File: config.mk
export PLATFORM = sky130hd
export DESIGN_NAME = nvrp_ctrl
export DESIGN_NICKNAME = d
export VERILOG_FILES = /design/src/nvrp_pkg.sv /design/src/nvrp_ctrl.sv
export SDC_FILE = /design/constraint.sdc
export NUM_CORES = 1
export LEC_CHECK = 0
export BUFFER_PORTS_ARGS = -buffer_cell sky130_fd_sc_hd__clkbuf_2
export CORE_AREA = 2 2 39 41
export DETAILED_ROUTE_END_ITERATION = 16
export DIE_AREA = 0 0 41 43
export HOLD_SLACK_MARGIN = 0.02
export PLACE_DENSITY = 0.5
export SYNTH_ARGS = -nofsm -noshare
export SYNTH_HDL_FRONTEND = slang
export SYNTH_SLANG_ARGS = --single-unit
File: constraint.sdc
create_clock -name clk -period 1.05 [get_ports clk]
set_input_delay 0.0525 -clock clk [delete_from_list [all_inputs] [get_ports clk]]
set_output_delay 0.0525 -clock clk [all_outputs]
set_load 0.02 [all_outputs]
File: src/nvrp_pkg.sv
`default_nettype none

package nvrp_pkg;

    localparam int unsigned COORD_W = 16;
    localparam int unsigned DELTA_W = 18;
    localparam int unsigned DOT_W   = 36;
    localparam int unsigned PEXT_W  = 53;
    localparam int unsigned PERP_W  = 25;
    localparam int unsigned SQSUM_W = 51;
    localparam int unsigned DIST_W  = 32;
    localparam int unsigned OBJ_W   = 8;
    localparam int unsigned VTX_W   = 16;
    localparam int unsigned CFG_IDX_W  = 3;
    localparam int unsigned CFG_DATA_W = 32;
    localparam int unsigned ROUND_SHIFT = 28;

    localparam logic [CFG_IDX_W-1:0] CFG_CAMERA_X  = 3'd0;
    localparam logic [CFG_IDX_W-1:0] CFG_CAMERA_Y  = 3'd1;
    localparam logic [CFG_IDX_W-1:0] CFG_CAMERA_Z  = 3'd2;
    localparam logic [CFG_IDX_W-1:0] CFG_RAY_X     = 3'd3;
    localparam logic [CFG_IDX_W-1:0] CFG_RAY_Y     = 3'd4;
    localparam logic [CFG_IDX_W-1:0] CFG_RAY_Z     = 3'd5;
    localparam logic [CFG_IDX_W-1:0] CFG_THRESHOLD = 3'd6;

    localparam logic signed [COORD_W-1:0] RAY_Z_RESET     = 16'sd16384;
    localparam logic [DIST_W-1:0]         THRESHOLD_RESET = 32'd5898;
    localparam logic [DIST_W-1:0]         DIST_MAX        = '1;

    typedef logic [1:0] axis_t;
    localparam axis_t AXIS_X = 2'd0;
    localparam axis_t AXIS_Y = 2'd1;
    localparam axis_t AXIS_Z = 2'd2;

    typedef enum logic [2:0] {
        ST_IDLE,
        ST_DOT,
        ST_PERP,
        ST_SQ,
        ST_CMP
    } nvrp_state_t;

    typedef struct packed {
        logic  load;
        logic  dot;
        logic  perp;
        logic  sq;
        logic  cmp;
        axis_t axis;
    } nvrp_cmd_t;

    typedef struct packed {
        logic last;
        logic out_blocked;
    } nvrp_stat_t;

endpackage

`default_nettype wire

File: src/nvrp_ctrl.sv
`default_nettype none

module nvrp_ctrl
    import nvrp_pkg::*;
(
    input  wire logic        clk,
    input  wire logic        rst_n,
    input  wire logic        in_valid,
    output logic             in_ready,
    input  wire nvrp_stat_t  stat,
    output nvrp_cmd_t        cmd,
    output nvrp_state_t      state
);

    nvrp_state_t state_reg;
    nvrp_state_t state_next;
    axis_t       axis_reg;
    axis_t       axis_next;

    always_ff @(posedge clk or negedge rst_n)
    begin
        if (!rst_n)
        begin
            state_reg <= ST_IDLE;
            axis_reg  <= AXIS_X;
        end
        else
        begin
            state_reg <= state_next;
            axis_reg  <= axis_next;
        end
    end

    // next state
    always_comb
    begin
        state_next = state_reg;
        axis_next  = axis_reg;
        case (state_reg)
            ST_IDLE:
            begin
                if (in_valid)
                begin
                    state_next = ST_DOT;
                    axis_next  = AXIS_X;
                end
            end
            ST_DOT:
            begin
                if (axis_reg == AXIS_Z)
                begin
                    state_next = ST_PERP;
                    axis_next  = AXIS_X;
                end
                else
                begin
                    axis_next = axis_reg + 2'd1;
                end
            end
            ST_PERP:
            begin
                state_next = ST_SQ;
            end
            ST_SQ:
            begin
                if (axis_reg == AXIS_Z)
                begin
                    state_next = ST_CMP;
                    axis_next  = AXIS_X;
                end
                else
                begin
                    state_next = ST_PERP;
                    axis_next  = axis_reg + 2'd1;
                end
            end
            ST_CMP:
            begin
                if (!(stat.last && stat.out_blocked))
                begin
                    state_next = ST_IDLE;
                end
            end
            default:
            begin
                state_next = ST_IDLE;
                axis_next  = AXIS_X;
            end
        endcase
    end

    // outputs
    always_comb
    begin
        in_ready = 1'b0;
        cmd      = '0;
        cmd.axis = axis_reg;
        case (state_reg)
            ST_IDLE:
            begin
                in_ready = 1'b1;
                cmd.load = in_valid;
            end
            ST_DOT:
            begin
                cmd.dot = 1'b1;
            end
            ST_PERP:
            begin
                cmd.perp = 1'b1;
            end
            ST_SQ:
            begin
                cmd.sq = 1'b1;
            end
            ST_CMP:
            begin
                cmd.cmp = !(stat.last && stat.out_blocked);
            end
            default:
            begin
                in_ready = 1'b0;
            end
        endcase
    end

    assign state = state_reg;

endmodule

`default_nettype wire

==> metrics.md <==
| Metric | Value |
|---|---|
| Status | `finished, violations left` |
| Violated checks | `negative setup slack` |
| Number of global-route vias before repair | `around 330` |
| Hold Path End | `state[2]$_DFFE_PN0P_` |
| FILL cells | `between 100 and 150` |
| Util after Layout | `between 40% and 50%` |
| R2r endpoint | `axis_reg[0]$_DFFE_PN0P_` |
| Via count | `338` |
| Gpl congestion | `between 0.6 and 0.7` |
| Setup violators final | `10` |
| Leak | `0.291 nW` |
| DP Worst Slack | `-0.0486 ns` |
| Endpoint type of the worst setup path | `output pin` |
| Max H-tree Level | `1` |
| Max FO, Critical Path | `4` |
| Avg WL per Cell | `11.4 um` |
| Post-DP Area | `460 um2` |
| Tcrit/Tclk final | `120%` |
| Cell Chain, Critical Path | `buf_6, nor3_4, and2_4, buf_8` |
| Flop2flop setup slack | `-0.18 ns` |
| Clk slew on worst S/H paths | `0.04 ns` |
| Seq cells post-synth | `5` |
| Async set or reset register ratio after synthesis | `100%` |
| CTS root buffer | `clkbuf_4` |
| Post-synthesis cell type with the largest combined area | `dfrtp_1` |
| Avg Cell Area, Syn | `9.76 um2` |
| Setup CP Type | `register to output pin` |
| Post-Syn Area | `between 200 and 300 um2` |
| Skew final | `0.00104 ns` |
| Initial Util | `21.2%` |
| Worst VDD drop | `~1.4 mV` |
| CP bufs+invs | `2` |
| Worst Path Required | `1.00 ns` |
| Die H | `43 um` |
| Die area | `1760 um2` |
| Pwr dens | `3330 nW/um2` |
| Die Width | `41 um` |
| Arrival time at the worst endpoint | `between 1 and 1.5 ns` |
| Final ANT Viol Nets | `0` |
| CP max stage delay | `between 0.4 and 0.5 ns` |
| Top Family by Delay on Critical Path | `flip-flops` |
| Antenna cells | `0` |
| Overall Power | `~2.1 mW` |
| DP HPWL | `602 um` |
| Synthesis Warnings | `0` |
| Max_cap viols | `0` |
| GR Overflow Total | `0` |
| Pins Over Slew Limit | `0` |
| Syn nets | `35` |
| Top cell type's share of synthesized area | `42.7%` |
| Synth unique cells | `18` |
| # IOs | `16` |
| Period minus WS final | `roughly 1.3 ns` |
| # rows | `14` |
| Post-Syn Instances | `30` |
| RSZ-0062 raised after global routing | `yes` |
| Hold slack | `about 0.062 ns` |
| DRC viols | `0` |
| Post-synth top flop | `dfrtp_1` |
| Syn-to-layout area delta | `115%` |
| Sequential area share after synthesis | `a little over two fifths` |
| TritonCTS Buffers | `3` |
| Hold Crit Class | `input pin to register` |
| Largest net degree at the start of global routing | `7` |
| Slew @ Worst Pin | `between 0.2 and 0.25 ns` |
| Fmax achieved | `791 MHz` |
| Initial antenna violation count | `0` |
| CP max stage cell | `dfrtp_2` |
| Largest cells by area after synthesis | `dfrtp_1 (43%), nor2_1 (6.4%), mux2_4 (5.1%)` |
| First-pass DRT Iterations | `2` |
| Number of buffers added on ports | `15` |
| Slew headroom | `85.7%` |
| CTS tree | `yes` |
| Layout cells sized above 1 | `77.0%` |
| Max Root-Sink Buffers | `2` |
| Total core area | `1380 um2` |
| Final hold vios | `0` |
| DRT iter0 DRCs | `3` |
| Final WS setup | `-0.214 ns` |
| WL final | `a little under 900 um` |
| Final net count | `67` |
| Tot GR Track Use | `between 10% and 20%` |
| Worst setup SP type | `register` |
| Clk_lat worst skew | `0.24 ns` |
| HP Start | `stat[0]` |
| Flip-flop count of the largest register after layout | `3` |
| Worst hold path depth | `3` |
| Most instantiated cells after synthesis | `dfrtp_1 (5), nor2_1 (5)` |
| Finished Cell Area | `around 630 um2` |
| Worst r2r path cells | `4` |
| RR Startpoint | `state[1]$_DFFE_PN0P_` |
| First-pass GRT wire length | `1.27 mm` |
| DR vias/cell | `4.39` |
| EDFF count, synth | `0` |
| # clock sinks | `5` |
## routing by layer
layer / share of wire (%) / routed length (um) / vias to the layer above / track usage [%]
met4: 0.91 / 8 / 0 / 13.3
met1: 39 / 341 / 160 / 12.0
met3: 4.2 / 37 / 2 / 3.14
met2: 56 / 493 / 10 / 16.3
li1: - / - / 166 / -
met5: 0 / 0 / - / 0
## how the worst max path moves through the flow
stage / from / endpoint / slack [ns] / cells past startpoint
after CTS: state[2]$_DFFE_PN0P_ / cmd[6] / -0.24 / 4
after detailed placement: state[1]$_DFFE_PN0P_ / axis_reg[0]$_DFFE_PN0P_ / -0.05 / 3
after global placement: state[0]$_DFFE_PN0P_ / axis_reg[0]$_DFFE_PN0P_ / -0.04 / 3
final: state[2]$_DFFE_PN0P_ / cmd[6] / -0.21 / 4
after floorplan: state[2]$_DFFE_PN0P_ / axis_reg[0]$_DFFE_PN0P_ / -0.14 / 4
after global routing: state[2]$_DFFE_PN0P_ / cmd[4] / -0.27 / 4
## final cells by class
cell class	instances	area [um2]	area share, %
multi-input cells	23	203	32.2
flip-flops and latches	5	129	20.5
repair buffers	28	248	39.4
inverters	1	3.75	0.596
well taps	16	20.0	3.18
clock buffers	4	26.3	4.17
## through the flow
step | TNS, ns | cells
floorplan | -0.537 | 30
CTS | -1.50 | 76
detailed placement | -0.106 | 66
global placement | -0.0644 | 66
global route | -1.83 | 77
finish | -1.28 | 77
## tightest hold or removal path, delay by kind of cell
family / cells / cell delay [ns]
buf+inv: 1 / 0.10
compound gates: 1 / 0.06
simple gates: 1 / 0.05
## cell usage in the layout (no fill, tap or decap)
cell and n:
o32ai_1 1, buf_4 10, nand2b_1 1, clkbuf_2 7
nand2b_4 1, a22o_2 1, and2_4 1, dfrtp_1 2
nand2_1 2, nor2_2 2, inv_2 1, clkbuf_1 1
a21oi_2 2, mux2_4 1, a211oi_2 1, nor3_2 1
nor3_4 1, xnor2_1 1, clkbuf_4 4, clkbuf_8 1
buf_6 5, buf_12 1, buf_8 2, o21bai_4 1
dfrtp_2 3, nor3b_2 1, nand3b_1 1, dlygate4sd3_1 1
nand3_1 1, nor2_1 3
## cell families after synthesis
kind of cell	count (synthesis)	share of synthesized area [%]
muxes	1	5.13
DFF	5	42.7
xor gates and xnor gates	1	2.99
AOI/OAI and AO/OA	6	16.7
buffers and inverters	2	5.13
and+or+nand+nor	15	27.4
## power by group
group,switching (mW),internal (mW)
registers,0.140,0.283
logic,0.639,0.815
clock network,0.0769,0.144
## what timing repair did
item | CTS | global route
setup buffers | 5 | 1
pin swaps | 6 | 2
endpoints found under the hold margin | 5 | 0
resized for setup | 8 | 21
endpoints found under the setup margin | 9 | 12
hold buffers | 1 | 0
Power figures use the tool's default switching activity.
